==> src/hw/rtl/rne_pkg.sv <==
// shared types, constants and letter tables for the roman numeral encoder
package rne_pkg;

    // input and result widths
    localparam int YEAR_W    = 12;
    localparam int SYMBOL_W  = 7;
    localparam int DIGIT_W   = 4;
    localparam int NUM_PLACES = 4;
    localparam int PLACE_W   = $clog2(NUM_PLACES);
    localparam int LEN_W     = 3;
    localparam int POS_W     = 2;

    // largest year that has a numeral
    localparam logic [YEAR_W-1:0] YEAR_MAX = 12'd3999;

    // queue between front and back
    localparam int QUEUE_DEPTH = 2;
    localparam int QPTR_W      = $clog2(QUEUE_DEPTH);
    localparam int QCNT_W      = $clog2(QUEUE_DEPTH + 1);

    // places, thousands first
    localparam logic [PLACE_W-1:0] PLACE_THOU = 2'd0;
    localparam logic [PLACE_W-1:0] PLACE_HUND = 2'd1;
    localparam logic [PLACE_W-1:0] PLACE_TENS = 2'd2;
    localparam logic [PLACE_W-1:0] PLACE_ONES = 2'd3;

    // ascii codes of the letters
    localparam logic [SYMBOL_W-1:0] CHAR_I    = 7'h69;
    localparam logic [SYMBOL_W-1:0] CHAR_V    = 7'h76;
    localparam logic [SYMBOL_W-1:0] CHAR_X    = 7'h78;
    localparam logic [SYMBOL_W-1:0] CHAR_L    = 7'h6C;
    localparam logic [SYMBOL_W-1:0] CHAR_C    = 7'h63;
    localparam logic [SYMBOL_W-1:0] CHAR_D    = 7'h64;
    localparam logic [SYMBOL_W-1:0] CHAR_M    = 7'h6D;
    localparam logic [SYMBOL_W-1:0] CHAR_NONE = 7'h00;

    // which letter of a place is written
    typedef enum logic [1:0] {
        SEL_UNIT = 2'd0,
        SEL_FIVE = 2'd1,
        SEL_TEN  = 2'd2
    } sel_t;

    // one classified year as it sits in the queue
    typedef struct packed {
        logic                                err;
        logic [NUM_PLACES-1:0][DIGIT_W-1:0]  digit;
    } entry_t;

    // number of letters a decimal digit writes
    function automatic logic [LEN_W-1:0] digit_len(input logic [DIGIT_W-1:0] d);
        logic [LEN_W-1:0] len;
        case (d)
            4'd1, 4'd5:        len = 3'd1;
            4'd2, 4'd4, 4'd6,
            4'd9:              len = 3'd2;
            4'd3, 4'd7:        len = 3'd3;
            4'd8:              len = 3'd4;
            default:           len = 3'd0;
        endcase
        return len;
    endfunction

    // letter choice for position pos of digit d, subtractive rule
    function automatic sel_t digit_sel(input logic [DIGIT_W-1:0] d,
                                       input logic [POS_W-1:0] pos);
        sel_t sel;
        sel = SEL_UNIT;
        if (d inside {[4'd5:4'd8]})
        begin
            sel = (pos == 2'd0) ? SEL_FIVE : SEL_UNIT;
        end
        else if (d == 4'd4)
        begin
            sel = (pos == 2'd0) ? SEL_UNIT : SEL_FIVE;
        end
        else if (d == 4'd9)
        begin
            sel = (pos == 2'd0) ? SEL_UNIT : SEL_TEN;
        end
        return sel;
    endfunction

    // ascii letter of a place and choice
    function automatic logic [SYMBOL_W-1:0] place_letter(input logic [PLACE_W-1:0] place,
                                                        input sel_t sel);
        logic [SYMBOL_W-1:0] ch;
        case (place)
            PLACE_THOU: ch = CHAR_M;
            PLACE_HUND:
            begin
                case (sel)
                    SEL_UNIT: ch = CHAR_C;
                    SEL_FIVE: ch = CHAR_D;
                    default:  ch = CHAR_M;
                endcase
            end
            PLACE_TENS:
            begin
                case (sel)
                    SEL_UNIT: ch = CHAR_X;
                    SEL_FIVE: ch = CHAR_L;
                    default:  ch = CHAR_C;
                endcase
            end
            default:
            begin
                case (sel)
                    SEL_UNIT: ch = CHAR_I;
                    SEL_FIVE: ch = CHAR_V;
                    default:  ch = CHAR_X;
                endcase
            end
        endcase
        return ch;
    endfunction

endpackage

==> src/hw/rtl/rne_front.sv <==
// front end: range check and split of the year into decimal digits
module rne_front (
    input  logic                        in_valid,
    input  logic [rne_pkg::YEAR_W-1:0]  year,
    input  logic                        q_full,
    output logic                        in_ready,
    output logic                        q_push,
    output rne_pkg::entry_t             q_wdata
);
    import rne_pkg::*;

    logic [1:0]           thou;
    logic [YEAR_W-1:0]    thou_sub;
    logic [YEAR_W-1:0]    rem1_full;
    logic [9:0]           rem1;
    logic [DIGIT_W-1:0]   hund;
    logic [9:0]           rem2_full;
    logic [6:0]           rem2;
    logic [DIGIT_W-1:0]   tens;
    logic [6:0]           ones_full;

    // take a transfer whenever the queue has room
    assign in_ready = !q_full;
    assign q_push   = in_valid && !q_full;

    // thousands by compare, then strip them
    always_comb
    begin
        if (year >= 12'd3000)
        begin
            thou     = 2'd3;
            thou_sub = 12'd3000;
        end
        else if (year >= 12'd2000)
        begin
            thou     = 2'd2;
            thou_sub = 12'd2000;
        end
        else if (year >= 12'd1000)
        begin
            thou     = 2'd1;
            thou_sub = 12'd1000;
        end
        else
        begin
            thou     = 2'd0;
            thou_sub = 12'd0;
        end
        rem1_full = year - thou_sub;
        rem1      = rem1_full[9:0];
    end

    // hundreds by parallel compares against the multiples of 100
    always_comb
    begin
        hund = '0;
        for (int i = 1; i < 10; i++)
        begin
            if (rem1 >= 10'(i * 100))
            begin
                hund = DIGIT_W'(i);
            end
        end
        rem2_full = rem1 - 10'(hund) * 10'd100;
        rem2      = rem2_full[6:0];
    end

    // tens by parallel compares, ones are what is left
    always_comb
    begin
        tens = '0;
        for (int i = 1; i < 10; i++)
        begin
            if (rem2 >= 7'(i * 10))
            begin
                tens = DIGIT_W'(i);
            end
        end
        ones_full = rem2 - 7'(tens) * 7'd10;
    end

    // classified entry for the queue
    always_comb
    begin
        q_wdata.err               = (year == '0) || (year > YEAR_MAX);
        q_wdata.digit[PLACE_THOU] = {2'b00, thou};
        q_wdata.digit[PLACE_HUND] = hund;
        q_wdata.digit[PLACE_TENS] = tens;
        q_wdata.digit[PLACE_ONES] = ones_full[DIGIT_W-1:0];
    end

endmodule

==> src/hw/rtl/rne_queue.sv <==
// short fifo of classified years between front and back
module rne_queue (
    input  logic             clk,
    input  logic             rst_n,
    input  logic             push,
    input  rne_pkg::entry_t  wdata,
    input  logic             pop,
    output rne_pkg::entry_t  rdata,
    output logic             full,
    output logic             empty
);
    import rne_pkg::*;

    entry_t              mem_reg [QUEUE_DEPTH];
    logic [QPTR_W-1:0]   wr_ptr_reg;
    logic [QPTR_W-1:0]   wr_ptr_next;
    logic [QPTR_W-1:0]   rd_ptr_reg;
    logic [QPTR_W-1:0]   rd_ptr_next;
    logic [QCNT_W-1:0]   count_reg;
    logic [QCNT_W-1:0]   count_next;

    assign full  = (count_reg == QCNT_W'(QUEUE_DEPTH));
    assign empty = (count_reg == '0);
    assign rdata = mem_reg[rd_ptr_reg];

    // pointer and fill count update
    always_comb
    begin
        wr_ptr_next = push ? wr_ptr_reg + 1'b1 : wr_ptr_reg;
        rd_ptr_next = pop ? rd_ptr_reg + 1'b1 : rd_ptr_reg;
        count_next  = count_reg;
        if (push && !pop)
        begin
            count_next = count_reg + 1'b1;
        end
        else if (pop && !push)
        begin
            count_next = count_reg - 1'b1;
        end
    end

    always_ff @(posedge clk or negedge rst_n)
    begin
        if (!rst_n)
        begin
            wr_ptr_reg <= '0;
            rd_ptr_reg <= '0;
            count_reg  <= '0;
        end
        else
        begin
            wr_ptr_reg <= wr_ptr_next;
            rd_ptr_reg <= rd_ptr_next;
            count_reg  <= count_next;
        end
    end

    // entry storage
    always_ff @(posedge clk)
    begin
        if (push)
        begin
            mem_reg[wr_ptr_reg] <= wdata;
        end
    end

endmodule

==> src/hw/rtl/rne_back.sv <==
// back end: walks the digits of one entry and sends one letter per transfer
module rne_back (
    input  logic                          clk,
    input  logic                          rst_n,
    input  logic                          q_empty,
    input  rne_pkg::entry_t               q_rdata,
    output logic                          q_pop,
    output logic                          out_valid,
    input  logic                          out_ready,
    output logic [rne_pkg::SYMBOL_W-1:0]  symbol,
    output logic                          last,
    output logic                          error
);
    import rne_pkg::*;

    logic                               busy_reg;
    logic                               busy_next;
    logic                               err_reg;
    logic                               err_next;
    logic [NUM_PLACES-1:0][DIGIT_W-1:0] digit_reg;
    logic [NUM_PLACES-1:0][DIGIT_W-1:0] digit_next;
    logic [PLACE_W-1:0]                 place_reg;
    logic [PLACE_W-1:0]                 place_next;
    logic [POS_W-1:0]                   pos_reg;
    logic [POS_W-1:0]                   pos_next;

    logic                               out_valid_reg;
    logic                               out_valid_next;
    logic [SYMBOL_W-1:0]                symbol_reg;
    logic                               last_reg;
    logic                               error_reg;

    logic [NUM_PLACES-1:0]              nz;
    logic [NUM_PLACES-1:0]              load_nz;
    logic [DIGIT_W-1:0]                 cur_digit;
    logic [LEN_W-1:0]                   cur_len;
    logic [SYMBOL_W-1:0]                cur_symbol;
    logic                               digit_done;
    logic                               has_later;
    logic [PLACE_W-1:0]                 later_place;
    logic [PLACE_W-1:0]                 first_place;
    logic                               cur_last;
    logic                               fire;
    logic                               load;

    // current letter and where the walk goes next
    always_comb
    begin
        for (int i = 0; i < NUM_PLACES; i++)
        begin
            nz[i]      = (digit_reg[i] != '0);
            load_nz[i] = (q_rdata.digit[i] != '0);
        end
        cur_digit  = digit_reg[place_reg];
        cur_len    = digit_len(cur_digit);
        cur_symbol = place_letter(place_reg, digit_sel(cur_digit, pos_reg));
        digit_done = ({1'b0, pos_reg} + 1'b1) == cur_len;

        // nearest nonzero place after the current one
        has_later   = 1'b0;
        later_place = place_reg;
        for (int i = NUM_PLACES - 1; i >= 0; i--)
        begin
            if (nz[i] && (PLACE_W'(i) > place_reg))
            begin
                has_later   = 1'b1;
                later_place = PLACE_W'(i);
            end
        end

        // first nonzero place of the entry at the queue head
        first_place = '0;
        for (int i = NUM_PLACES - 1; i >= 0; i--)
        begin
            if (load_nz[i])
            begin
                first_place = PLACE_W'(i);
            end
        end

        cur_last = err_reg || (digit_done && !has_later);
    end

    // a letter moves to the output register when it is free or being drained
    assign fire  = busy_reg && (!out_valid_reg || out_ready);
    assign load  = !q_empty && (!busy_reg || (fire && cur_last));
    assign q_pop = load;

    // walk state
    always_comb
    begin
        busy_next  = busy_reg;
        err_next   = err_reg;
        digit_next = digit_reg;
        place_next = place_reg;
        pos_next   = pos_reg;
        if (load)
        begin
            busy_next  = 1'b1;
            err_next   = q_rdata.err;
            digit_next = q_rdata.digit;
            place_next = first_place;
            pos_next   = '0;
        end
        else if (fire)
        begin
            if (cur_last)
            begin
                busy_next = 1'b0;
            end
            else if (digit_done)
            begin
                place_next = later_place;
                pos_next   = '0;
            end
            else
            begin
                pos_next = pos_reg + 1'b1;
            end
        end
    end

    // output register valid
    always_comb
    begin
        out_valid_next = out_valid_reg;
        if (fire)
        begin
            out_valid_next = 1'b1;
        end
        else if (out_ready)
        begin
            out_valid_next = 1'b0;
        end
    end

    always_ff @(posedge clk or negedge rst_n)
    begin
        if (!rst_n)
        begin
            busy_reg      <= 1'b0;
            out_valid_reg <= 1'b0;
        end
        else
        begin
            busy_reg      <= busy_next;
            out_valid_reg <= out_valid_next;
        end
    end

    // walk payload and result payload
    always_ff @(posedge clk)
    begin
        err_reg   <= err_next;
        digit_reg <= digit_next;
        place_reg <= place_next;
        pos_reg   <= pos_next;
        if (fire)
        begin
            symbol_reg <= err_reg ? CHAR_NONE : cur_symbol;
            last_reg   <= cur_last;
            error_reg  <= err_reg;
        end
    end

    assign out_valid = out_valid_reg;
    assign symbol    = symbol_reg;
    assign last      = last_reg;
    assign error     = error_reg;

endmodule

==> src/hw/rtl/roman_numeral_encoder.sv <==
// top level of the roman numeral encoder
//
// Takes one binary year per transfer on the input channel (in_valid,
// in_ready, year) and sends its roman numeral in lower-case ascii on the
// output channel (out_valid, out_ready, symbol, last, error), one letter per
// transfer, thousands first, with last set on the final letter.
// A year of 0 or above 3999 gives a single transfer with symbol 0, last 1
// and error 1.
// The front splits the year into decimal digits in the cycle it is taken
// and writes it into a two-entry queue. The back walks the digits and puts
// one letter per cycle into the output register while the receiver takes
// them. The year is registered in the queue and then in the back's walk
// registers before its first letter reaches the output register. A numeral
// has 1 to 15 letters; the back's single letter register sets the rate. A
// queued year follows its predecessor's last letter with no gap.
// When the receiver stalls the output register holds, the back stops, and
// in_ready drops once the queue is full.
// Reset empties the queue, the back and the output register; nothing else
// is kept between years.
module roman_numeral_encoder (
    input  logic                          clk,
    input  logic                          rst_n,
    input  logic                          in_valid,
    output logic                          in_ready,
    input  logic [rne_pkg::YEAR_W-1:0]    year,
    output logic                          out_valid,
    input  logic                          out_ready,
    output logic [rne_pkg::SYMBOL_W-1:0]  symbol,
    output logic                          last,
    output logic                          error
);
    import rne_pkg::*;

    logic    q_push;
    logic    q_pop;
    logic    q_full;
    logic    q_empty;
    entry_t  q_wdata;
    entry_t  q_rdata;

    rne_front u_front (
        .in_valid (in_valid),
        .year     (year),
        .q_full   (q_full),
        .in_ready (in_ready),
        .q_push   (q_push),
        .q_wdata  (q_wdata)
    );

    rne_queue u_queue (
        .clk   (clk),
        .rst_n (rst_n),
        .push  (q_push),
        .wdata (q_wdata),
        .pop   (q_pop),
        .rdata (q_rdata),
        .full  (q_full),
        .empty (q_empty)
    );

    rne_back u_back (
        .clk       (clk),
        .rst_n     (rst_n),
        .q_empty   (q_empty),
        .q_rdata   (q_rdata),
        .q_pop     (q_pop),
        .out_valid (out_valid),
        .out_ready (out_ready),
        .symbol    (symbol),
        .last      (last),
        .error     (error)
    );

    // an accepted year is in the queue on the next cycle
    assert property (@(posedge clk) disable iff (!rst_n)
        in_valid && in_ready |=> !q_empty)
        else $error("accepted year missing from queue");

    // the back never reads an empty queue
    assert property (@(posedge clk) disable iff (!rst_n)
        q_pop |-> !q_empty)
        else $error("pop from empty queue");

    // an error result is a single letter-less transfer
    assert property (@(posedge clk) disable iff (!rst_n)
        out_valid && error |-> last && (symbol == CHAR_NONE))
        else $error("malformed error result");

    // a good result always carries a letter
    assert property (@(posedge clk) disable iff (!rst_n)
        out_valid && !error |-> (symbol != CHAR_NONE))
        else $error("empty letter on good result");

endmodule

==> config.mk <==
export PLATFORM = sky130hd
export DESIGN_NAME = roman_numeral_encoder
export DESIGN_NICKNAME = d
export VERILOG_FILES = /design/src/hw/rtl/rne_pkg.sv /design/src/hw/rtl/rne_front.sv /design/src/hw/rtl/rne_queue.sv /design/src/hw/rtl/rne_back.sv /design/src/hw/rtl/roman_numeral_encoder.sv
export SDC_FILE = /design/constraint.sdc
export NUM_CORES = 1
export LEC_CHECK = 0
export BUFFER_PORTS_ARGS = -buffer_cell sky130_fd_sc_hd__buf_2
export CAP_MARGIN = 20
export CORE_UTILIZATION = 41
export CTS_BUF_LIST = sky130_fd_sc_hd__clkbuf_16
export CTS_CLUSTER_DIAMETER = 60
export DETAILED_ROUTE_END_ITERATION = 12
export PLACE_DENSITY = 0.68
export SKIP_CTS_REPAIR_TIMING = 1
export SKIP_LAST_GASP = 1
export SLEW_MARGIN = 20
export SYNTH_ARGS = -nofsm -noshare
export SYNTH_HDL_FRONTEND = slang
export SYNTH_SLANG_ARGS = --single-unit
==> constraint.sdc <==
create_clock -name clk -period 3.6 [get_ports clk]
set_clock_uncertainty 0.05 [all_clocks]
set_input_delay 0.72 -clock clk [delete_from_list [all_inputs] [get_ports clk]]
set_output_delay 0.72 -clock clk [all_outputs]
set_load 0.005 [all_outputs]
# Yosys cells after proc, flatten, opt, wreduce, memory -nomap -nowiden
# Memory sizes are Yosys's and may differ from the RTL's.
# Cells that the tools add are included.
[word_totals]
ff_bits = 36
ramBits = 30
rom_bits = 48
input_bits = 16
wordCells = 173
n_memories = 2
[mem_list]
columns = ["name", "words", "width", "rd", "rd_ports_with_merged_regs", "write_ports", "line_no", "source"]
rows = [
  ["(no name shown)", 16, 3, 1, 0, 0, "rne_pkg.sv:53", "case (d)"],
  ["u_queue.mem_reg", 2, 15, 1, 0, 1, "rne_queue.sv:14", "entry_t mem_reg [QUEUE_DEPTH];"],
]
[op_classes]
addsub = 9
multipliers = 2
n_lt_le_gt_ge = 29
eq_ne = 8
mux = 62
bitwise = 1
n_reduce_logical = 45
[op_table]
columns = ["cell", "n"]
rows = [
  ["2-to-1 mux 2 bit", 25],
  [">= comparator 10 bit, second input constant", 4],
  ["nonzero test 4 bit", 8],
  [">= comparator 10 x 9 -> 1 bit, second input constant", 3],
  ["2-to-1 mux 10 bit", 3],
  ["2-to-1 mux 3 bit", 8],
  [">= comparator 7 x 6 -> 1 bit, second input constant", 3],
  [">= comparator 7 bit, second input constant", 3],
  ["one-hot mux 7 bit (3 select lines)", 1],
  ["2-to-1 mux 4 bit", 5],
  ["one-hot mux 5 bit (2 select lines)", 2],
  ["2-to-1 mux 1 bit", 16],
  [">= comparator 7 x 5 -> 1 bit, second input constant", 2],
  [">= comparator 12 x 10 -> 1 bit, second input constant", 1],
  [">= comparator 12 x 11 -> 1 bit, second input constant", 1],
  [">= comparator 12 bit, second input constant", 1],
  ["greater-than comparator 12 bit, second input constant", 1],
  ["logical AND 1 bit", 12],
  ["logical NOT 12 bit", 1],
  [">= comparator 10 x 7 -> 1 bit, second input constant", 1],
  [">= comparator 10 x 8 -> 1 bit, second input constant", 1],
  ["nonzero test 2 bit", 5],
  ["subtractor 10 bit", 1],
  ["binary-select mux 4 bit (select 2 bit)", 1],
  ["28 further kinds", 47],
]

# Logic depth before layout (Yosys ltp)
# Gate-level depths: netlist of run 1.
[depth]
word_depth = 29
mapped_depth = 31
mapped_depth_nobuf = 31

# Cells and area by module
# A second synthesis of run 1 with hierarchy kept.
[unflattened]
hier_cells = 372
area_unflattened_um2 = 4320.4
[modules_own_cells]
columns = ["module", "n_inst", "cells_per_inst", "area_per_inst_um2"]
rows = [
  ["rne_back", 1, 140, 1662.8],
  ["rne_queue", 1, 69, 1463.9],
  ["rne_front", 1, 163, 1193.6],
]

# Least setup slack after synthesis of run 1
# No wires, ideal clock.
[synth_path]
kind = "input -> register"
start = "input port year[8] (netlist bit)"
end = "memory u_queue.mem_reg[0][13] (netlist bit), data pin"
setup_ns = 0.275
t_arrival_ns = 6.633
required_time_ns = 3.275
path_slack_ns = -3.358
path_stages = 30
cell_sequence = "nand4_1 > o21bai_1 > o21ai_0 > ha_1 > fa_1 > nand2b_1 > a211oi_1 > o22ai_1 > xnor2_1 > buf_2 > nor3_1 > o21ai_0 > and2_1 > ha_1 > inv_1 > fa_1 > a21o_1 > a21oi_1 > xnor2_1 > xnor2_1 > a211oi_1 > a31o_1 > a211oi_2 > nor2_2 > a311oi_1 > nor3_1 > ha_1 > fa_1 > xor2_1 > xnor2_1"
[synth_lines]
columns = ["element", "line_no", "source"]
rows = [
  ["start: declaration", "roman_numeral_encoder.sv:25", "input logic [rne_pkg::YEAR_W-1:0] year,"],
  ["end: declaration", "rne_queue.sv:14", ""],
]

==> results.py, run 1 <==
metrics = {
    "run_status": {
        "outcome": "finished, violations left",
        "violations": "DRC, setup timing",
    },
    "timing": {
        "max_freq_ghz": 0.158,
        "fin_crit_sh_pct": 176,
        "final-hold-violation-count": 0,
        "setup_tns_ns": -30.98,
        "layout_setup_ws_ns": -2.73,
        "maxSlewHeadroom_pct": 51.4,
        "final_max_slew_viol_count": 0,
        "tightestPinTransition_ns": 0.729,
        "setup_viol": 14,
        "rsz0062_at_grt": "yes",
        "period_needed_ns": 6.33,
        "holdWs_ns": 0.155,
    },
    "power_and_ir_drop": {
        "report.power.total_uw": 5910,
        "ir_drop_v": 0.000673,
        "p_per_area_mw_per_mm2": 1090,
        "cellLeakagePower_uw": 0.00226,
    },
    "synthesis": {
        "syn_area_per_cell_um2": 10.9,
        "synth_edf_count": 55,
        "syn_area_mm2": 0.00385,
        "synth-async-reset-ratio_pct": 9.52,
        "ys_warn_count": 0,
        "ys_seq_elements": 63,
        "synth_nets": 388,
        "seq_area_frac_synth_pct": 47.9,
        "synth_top_area_share_pct": 42.9,
        "syn-instance-count": 354,
        "yosysUniqueCellTypes": 63,
        "yosys_most_used_dff": "edfxtp_1",
        "synth_area_leaders": "edfxtp_1, mux2_2, ha_1",
        "yosysTopAreaCell": "edfxtp_1",
    },
    "finish": {
        "layout.nets": 517,
        "drive_above_1_share_pct": 43.6,
        "largest_reg_flops": 30,
        "nFillCells": 686,
        "final_area_mm2": 0.00542,
        "area_delta_synth_final_pct": 40.8,
        "diodes": 0,
    },
    "die": {
        "row_count": 34,
        "die_h_um": 98.9,
        "ios": 27,
        "core_mm2": 0.00889,
        "die_w_um": 98.9,
        "dieArea_mm2": 0.00978,
        "initial_core_util_pct": 43.3,
    },
    "place": {
        "dp.final_hpwl_mm": 6.19,
        "place_area_mm2": 0.00484,
        "portBuffers": 26,
        "post-place-ws_ns": -3.09,
        "gp_congestion": 0.914,
    },
    "global_route": {
        "grtUsageTotal_pct": 17.3,
        "antenna_found_initial": 0,
        "busiest_layer": "met2",
        "grt_max_degree": 19,
        "grt_pass1_vias": 3059,
        "grtUsageMet1_pct": 20.4,
        "met2_usage_pct": 30.6,
        "grtUsageMet3_pct": 4.04,
        "grt_overflow": 0,
        "grt_pass1_wl_mm": 13.4,
    },
    "worst_setup_path": {
        "r2r_setup_slack_ns": 0.28,
        "cp_max_fo": 4,
        "worstSetupStartpointType": "primary input",
        "regToRegStartpoint": "u_back.place_reg[0]",
        "slowest_stage": "ha_2",
        "cp-startpoint": "year[8]",
        "critPathKind": "in2reg",
        "crit_required_ns": 3.62,
        "cp-end-kind": "register",
        "slowest_delay_ns": 0.41,
        "cp.arrival_ns": 6.34,
    },
    "clock_network": {
        "clock_latency_ns": 0.33,
        "ctsHtreeMaxLevel": 3,
        "clock_path_buffers": 2,
        "path_clk_slew_ns": 0.05,
        "cts_buffers": 9,
        "clock_sinks": 63,
        "cts_root_buf": "clkbuf_16",
        "cts_tree": "built",
    },
    "drt": {
        "vias": 3146,
        "drtAntennaViolNets": 0,
        "drt_iter0_drc": 86,
        "viasPerCell": 5.28,
        "drt_wl_total_mm": 8.45,
        "routedWlPerCell_um": 14.2,
        "drc": 1,
        "dr.pass1.iters": 8,
    },
    "min_path": {
        "hp-class": "in2async",
    },
    "job": {
        "maxCapViolations": 0,
    },
}
power breakdown:
group	switching (uW)	leakage, uW	internal [uW]
logic	1700	0.00151	1800
clock network	292	0.000153	544
registers	184	0.000602	1400
total	2170	0.00226	3740
cell families after synthesis:
group                    share of synthesized area, %
AND/OR/NAND/NOR                                  13.5
AO/OA/AOI/OAI                                    15.3
flip-flops                                       47.9
buffers and inverters                            3.87
multiplexers                                     7.45
XOR/XNOR                                         5.59
adder cells (fa/ha/maj)                          6.44
worst paths after layout:
path | to | cells past startpoint
min in group clk | u_back.out_valid | 1
max | u_queue.mem_reg[1][13] | 32
min reg2reg | u_back.out_valid | 1
min | u_queue.wr_ptr_reg | 1
max reg2reg | u_back.place_reg[1] | 11
max in group asynchronous | u_back.out_valid | 1
cells in the mapped netlist, types with 3 or more instances:
cell type  number
mux2_2         17
o21ai_0        18
nor2_1         31
a211oi_1        4
edfxtp_1       55
mux2i_1         5
a311oi_1        3
xor2_1          6
nor2b_1         3
clkbuf_1        5
nor3_1         14
xnor2_1        13
nand2b_1        8
fa_1            3
or2_2           3
o21a_1          3
o22ai_1         3
nor4_1          7
nand3_1         8
dfrtp_1         6
a21o_1          4
inv_1          28
ha_1           15
and3_1          3
a21oi_1        18
nand2_1        20
o211ai_1        3
metrics by stage:
step                util, %  instances
finish                 60.9        596
global placement       54.4        563
detailed placement     54.4        563
CTS                    57.8        579
global route           60.9        596
floorplan                 -        354
layer usage:
metal  vias to the layer above  part of all wire (%)
met5                         -                     0
met4                         0                   1.2
li1                       1585                     -
met2                        42                    52
met3                        11                   2.4
met1                      1508                    44
critical path, delay by kind of cell:
kind            cells  cell delay, ns
simple gates        5            0.78
buf+inv             5            0.43
xor+xnor            5            0.77
mux                 2            0.32
compound gates     10            1.88
fa+ha+maj           5            1.42
cells in the final DEF (no fill, tap or decap), drive strengths merged, types with 5 or more instances in the layout:
| master | instances |
|---|---|
| nor4 | 7 |
| mux2 | 17 |
| mux2i | 5 |
| xor2 | 8 |
| o21ai | 19 |
| nand3 | 8 |
| nand2b | 8 |
| a21oi | 19 |
| inv | 31 |
| edfxtp | 55 |
| buf | 127 |
| clkbuf | 11 |
| dfrtp | 6 |
| nor3 | 14 |
| xnor2 | 14 |
| nand2 | 20 |
| ha | 15 |
| a211oi | 6 |
| nor2 | 32 |
area by class of cell:
cell class	instances	area, um^2	share of cell area (%)
Sequential cell	63	1840	34.0
Tap cell	108	135	2.49
Clock inverter	5	27.5	0.508
Inverter	29	109	2.01
Clock buffer	11	275	5.08
Timing Repair Buffer	127	941	17.4
Multi-Input combinational cell	253	2090	38.6
No activity file was read; power rests on OpenSTA's default activity.
==> run 2: changes to the inputs <==
--- a/config.mk
+++ b/config.mk
@@ -5,6 +5,7 @@
 export SDC_FILE = /design/constraint.sdc
 export NUM_CORES = 1
 export LEC_CHECK = 0
+export ABC_AREA = 1
 export BUFFER_PORTS_ARGS = -buffer_cell sky130_fd_sc_hd__buf_2
 export CAP_MARGIN = 20
 export CORE_UTILIZATION = 41
==> run 2 against run 1 <==
Compared with the run above: the flow finishes with violations (setup timing); worst setup slack better by 0.54 ns; register-to-register slack better by 0.18 ns; critical path depth rose by 13; area after synthesis up 2.4%; die area increased by 2.4%; combinational power up 3%; hold slack gained 0.0095 ns; sequential power barely moved.
==> results.py, run 2 <==
metrics = {
    "timing": {
        "final-hold-violation-count": 0,
        "tightestPinTransition_ns": 0.617,
        "period_needed_ns": 5.79,
        "setup_viol": 14,
        "final_max_slew_viol_count": 0,
        "layout_setup_ws_ns": -2.19,
        "rsz0062_at_grt": "yes",
        "fin_crit_sh_pct": 161,
        "maxSlewHeadroom_pct": 58.7,
        "max_freq_ghz": 0.173,
    },
    "global_route": {
        "grtUsageTotal_pct": 17.5,
        "grt_max_degree": 18,
        "antenna_found_initial": 0,
        "grt_overflow": 0,
        "grt_pass1_vias": 3343,
        "grt_pass1_wl_mm": 14.0,
    },
    "synthesis": {
        "seq_area_frac_synth_pct": 46.7,
        "synth-async-reset-ratio_pct": 9.52,
        "ys_seq_elements": 63,
        "syn-instance-count": 462,
        "yosysMostFrequentCell": "nand2_1",
        "synth_edf_count": 55,
        "syn_area_per_cell_um2": 8.53,
        "synth_top_cells_by_count": "nand2_1, inv_1, edfxtp_1, nor2_1, nand3_1",
        "synth_top_area_share_pct": 41.9,
        "syn_area_mm2": 0.00394,
        "synth_nets": 496,
        "yosysUniqueCellTypes": 48,
        "yosysTopAreaCell": "edfxtp_1",
        "synth_area_leaders": "edfxtp_1, nand2_1, inv_1",
        "ys_warn_count": 0,
        "yosys_most_used_dff": "edfxtp_1",
    },
    "clock_network": {
        "cts_buffers": 9,
        "cts_tree": "built",
        "clock_path_buffers": 2,
        "path_clk_slew_ns": 0.05,
        "cts_root_buf": "clkbuf_16",
        "clock_latency_ns": 0.32,
        "clock_sinks": 63,
        "ctsHtreeMaxLevel": 3,
    },
    "finish": {
        "final_area_mm2": 0.00542,
        "layout.nets": 605,
        "final_common_cell": "nand2_1",
        "diodes": 0,
        "drive_above_1_share_pct": 37.2,
        "layout_common_cells": "nand2_1, buf_4, inv_1",
        "largest_reg_flops": 30,
        "area_delta_synth_final_pct": 37.4,
    },
    "place": {
        "portBuffers": 26,
        "post-place-ws_ns": -2.54,
        "gp_congestion": 0.866,
        "place_area_mm2": 0.00486,
        "dp.final_hpwl_mm": 6.33,
    },
    "drt": {
        "drt_wl_total_mm": 8.22,
        "drtAntennaViolNets": 0,
        "drc": 0,
        "dr.pass1.iters": 4,
        "viasPerCell": 4.71,
        "vias": 3324,
        "routedWlPerCell_um": 11.7,
        "drt_iter0_drc": 102,
    },
    "run_status": {
        "outcome": "finished, violations left",
        "violations": "setup timing",
    },
    "worst_setup_path": {
        "cp_num_buf_inv": 10,
        "cp.arrival_ns": 5.82,
        "cp_max_fo": 4,
        "crit_required_ns": 3.63,
        "critPathTopFamily": "simple AND/OR/NAND/NOR gates",
        "worstSetupStartpointType": "primary input",
        "crit_top_cell": "nand2_1",
        "slowest_stage": "fa_2",
        "cp-end-kind": "register",
        "critPathKind": "in2reg",
        "slowest_delay_ns": 0.37,
    },
    "die": {
        "dieArea_mm2": 0.0100,
        "die_w_um": 100,
        "ios": 27,
        "core_mm2": 0.00928,
        "initial_core_util_pct": 42.5,
        "die_h_um": 100,
        "row_count": 35,
    },
    "power_and_ir_drop": {
        "p_per_area_mw_per_mm2": 1100,
        "cellLeakagePower_uw": 0.00256,
        "ir_drop_v": 0.000589,
    },
    "min_path": {
        "hp-class": "in2async",
    },
    "job": {
        "maxCapViolations": 0,
    },
}
[run 2: path summary, 6_finish.rpt]
kind	from	end	slack [ns]	cells past startpoint
worst min-delay path	rst_n	u_queue.wr_ptr_reg	0.16	1
max in group asynchronous	rst_n	u_back.busy_reg	3.19	1
min in group clk	u_back.out_valid	u_back.out_valid	0.46	2
worst max-delay path	year[3]	u_queue.mem_reg[0][13]	-2.19	45
worst max register to register	u_back.place_reg[1]	u_queue.count_reg[1]	0.46	21
worst min register to register	u_back.out_valid	u_back.out_valid	0.46	2
[run 2: layout make-up]
cell class	instances	area, um^2
Fill cell	803	3870
Multi-Input combinational cell	310	2060
Sequential cell	63	1840
Timing Repair Buffer	102	748
Inverter	85	332
Clock buffer	10	250
Tap cell	129	161
Clock inverter	6	26.3
[run 2: per-stage QoR]
step,std cells,power [uW],hold WS [ns],TNS [ns],utilization (%)
CTS,696,5540,0.160,-21.22,55.3
finish,705,5970,0.164,-21.13,58.3
floorplan,462,3630,0.374,-18.30,-
global route,705,6480,0.163,-24.95,58.3
global placement,680,4630,0.442,-24.25,52.3
detailed placement,680,4750,0.448,-25.63,52.3
[run 2: routing by layer]
layer  track usage, %  share of wire [%]  vias to the layer above  routed length [um]
met4             6.24                1.6                        0                 132
met2             32.7                 53                       44                4340
met1             19.8                 44                     1528                3590
li1                 -                  -                     1740                   -
met3             3.20                1.9                       12                 153
met5                0                  0                        -                   0
[run 2: report_power, final]
part | internal (uW) | switching [uW] | leakage, uW
logic | 1650 | 1960 | 0.00180
registers | 1410 | 174 | 0.000607
clock network | 495 | 279 | 0.000149
total | 3550 | 2420 | 0.00256
[run 2: cell families (layout without fill, tap and decap cells)]
kind of cell	after synthesis	in the layout	share of synthesized area [%]
xor+xnor	10	10	2.22
fa+ha+maj	18	18	6.29
mux	5	5	1.27
compound gates	53	53	9.08
flops	63	63	46.7
simple gates	224	224	25.8
buf+inv	89	203	8.64
==> run 3: changes to the inputs <==
--- a/config.mk
+++ b/config.mk
@@ -12,7 +12,7 @@
 export CTS_BUF_LIST = sky130_fd_sc_hd__clkbuf_16
 export CTS_CLUSTER_DIAMETER = 60
 export DETAILED_ROUTE_END_ITERATION = 12
-export PLACE_DENSITY = 0.68
+export PLACE_DENSITY = 0.63
 export SKIP_CTS_REPAIR_TIMING = 1
 export SKIP_LAST_GASP = 1
 export SLEW_MARGIN = 20
==> constraint.sdc (replaced) <==
create_clock -name clk -period 5.69 [get_ports clk]
set_clock_uncertainty 0.05 [all_clocks]
set_input_delay 1.138 -clock clk [delete_from_list [all_inputs] [get_ports clk]]
set_output_delay 1.138 -clock clk [all_outputs]
set_load 0.005 [all_outputs]
==> run 3 against run 2 <==
Compared with the run above: utilization fell by 0.067 points; via count rose by 1.7%; critical path type unchanged; largest cell class unchanged; sequential share of layout area barely moved; worst setup slack improved by 1.6 ns; routed wire length rose by 1.3%; clock-buffer cell count fell by 1; critical path depth rose by 3; design area fell by 0.12%; the run still ends with setup timing left; global-route usage fell by 0.073 points.
==> results.py, run 3 (synthesized netlist as in run 2, its figures left out) <==
metrics = {
    "run_status": {
        "outcome": "finished, violations left",
        "violations": "setup timing",
    },
    "finish": {
        "largest_reg_flops": 30,
        "layout_common_cells": "nand2_1, buf_4, inv_1",
        "drive_above_1_share_pct": 38.0,
        "final_common_cell": "nand2_1",
        "diodes": 0,
        "area_delta_synth_final_pct": 37.3,
        "layout.nets": 606,
    },
    "min_path": {
        "hold_depth": 2,
        "hp-class": "reg2reg",
    },
    "clock_network": {
        "clock_sinks": 63,
        "cts_buffers": 9,
        "cts_tree": "built",
        "ctsHtreeMaxLevel": 3,
        "path_clk_slew_ns": 0.05,
        "clock_latency_ns": 0.32,
        "clock_path_buffers": 2,
        "cts_root_buf": "clkbuf_16",
    },
    "timing": {
        "final_max_slew_viol_count": 0,
        "max_freq_ghz": 0.160,
        "period_needed_ns": 6.26,
        "fin_crit_sh_pct": 110,
        "layout_setup_ws_ns": -0.567,
        "final-hold-violation-count": 0,
        "holdWs_ns": 0.451,
        "setup_viol": 4,
        "tightestPinTransition_ns": 0.619,
        "maxSlewHeadroom_pct": 58.8,
        "rsz0062_at_grt": "yes",
    },
    "drt": {
        "drtAntennaViolNets": 0,
        "drt_iter0_drc": 95,
        "viasPerCell": 4.79,
        "drc": 0,
        "drt_wl_total_mm": 8.32,
        "routedWlPerCell_um": 11.8,
        "dr.pass1.iters": 4,
        "vias": 3379,
    },
    "worst_setup_path": {
        "critPathKind": "in2reg",
        "worst-path-stages": 48,
        "r2r_setup_slack_ns": 2.49,
        "r2r_cells": 21,
        "cp-endpoint": "u_queue.mem_reg[1][13]",
        "critPathTopFamily": "simple AND/OR/NAND/NOR gates",
        "crit_required_ns": 5.72,
        "cp.arrival_ns": 6.29,
        "cp_max_fo": 5,
        "slowest_stage": "fa_2",
        "cp-startpoint": "year[9]",
        "worstSetupStartpointType": "primary input",
        "r2r-end": "u_queue.count_reg[1]",
        "regToRegStartpoint": "u_back.place_reg[1]",
        "crit_top_cell": "nand2_2",
        "slowest_delay_ns": 0.39,
        "cp-end-kind": "register",
        "cp_num_buf_inv": 10,
    },
    "place": {
        "post-place-ws_ns": -0.950,
        "dp.final_hpwl_mm": 6.32,
        "gp_congestion": 0.886,
        "portBuffers": 26,
    },
    "die": {
        "row_count": 35,
        "core_mm2": 0.00928,
        "die_h_um": 100,
        "dieArea_mm2": 0.0100,
        "ios": 27,
        "die_w_um": 100,
        "initial_core_util_pct": 42.5,
    },
    "power_and_ir_drop": {
        "cellLeakagePower_uw": 0.00255,
        "pwr-share-clk_pct": 12.6,
        "combPwrFrac_pct": 60.0,
        "power_switching_uw": 1490,
        "swShare_pct": 40.8,
        "p_int_uw": 2170,
        "ir_drop_v": 0.000447,
        "p_seq_share_pct": 27.3,
        "p_per_area_mw_per_mm2": 676,
    },
    "global_route": {
        "antenna_found_initial": 0,
        "grt_max_degree": 18,
        "grt_pass1_vias": 3272,
        "grtUsageTotal_pct": 17.4,
        "grt_pass1_wl_mm": 13.9,
        "grt_overflow": 0,
    },
    "job": {
        "maxCapViolations": 0,
    },
}
[run 3: changes by cell type in the layout (fill, tap and decap cells not counted), sizes merged]
cell | before | now
clkbuf | 10 | 9
buf | 102 | 103
clkinv | 2 | 5
inv | 89 | 87
[run 3: layout make-up]
class	instances	area [um^2]
Sequential cell	63	1840
Tap cell	129	161
Inverter	85	337
Multi-Input combinational cell	310	2080
Clock buffer	9	225
Fill cell	819	3870
Timing Repair Buffer	103	737
Clock inverter	7	31.3
[run 3: power by group through the flow]
| stage | registers, uW | clock network (uW) | logic [uW] |
|---|---|---|---|
| 2_1_floorplan | 970 | 0 | 1320 |
| 3_3_place_gp | 1000 | 0 | 1920 |
| 3_5_place_dp | 1010 | 0 | 1990 |
| 4_1_cts | 1000 | 471 | 2000 |
| 5_1_grt | 1030 | 491 | 2470 |
| 6_report | 1000 | 462 | 2200 |
[run 3: worst min path at each step]
| stage | to | from | slack, ns |
|---|---|---|---|
| 2_1_floorplan | u_back.error | u_back.err_reg | 0.42 |
| 3_3_place_gp | u_back.out_valid | u_back.out_valid | 0.44 |
| 3_5_place_dp | u_back.out_valid | u_back.out_valid | 0.45 |
| 4_1_cts | u_back.out_valid | u_back.out_valid | 0.46 |
| 5_1_grt | u_back.error | u_back.err_reg | 0.49 |
| 6_report | u_back.out_valid | u_back.out_valid | 0.45 |
[run 3: layer usage]
metal	global-route usage, %	part of all wire [%]	vias to the layer above
li1	-	-	1743
met1	20.5	42	1557
met2	31.4	53	61
met3	3.41	2.8	18
met4	6.35	2.0	0
met5	0	0	-
[run 3: per-stage QoR]
step / area [um^2] / setup TNS, ns / cells / total power [uW] / utilization (%)
2_1_floorplan: 4080 / -0.946 / 462 / 2290 / -
3_3_place_gp: 4870 / -2.31 / 681 / 2930 / 52.4
3_5_place_dp: 4870 / -3.17 / 681 / 3000 / 52.4
4_1_cts: 5120 / -1.62 / 697 / 3470 / 55.2
5_1_grt: 5410 / -2.57 / 706 / 3980 / 58.3
6_report: 5410 / -1.49 / 706 / 3660 / 58.3
[run 3: worst reg2reg max path: cells and delay by family (launching register included)]
kind,cells,cell delay (ns)
and+or+nand+nor,10,1.06
AOI/OAI and AO/OA,5,0.68
DFF,1,0.47
adders and majority gates,1,0.33
xor gates and xnor gates,2,0.28
buffers and inverters,3,0.23
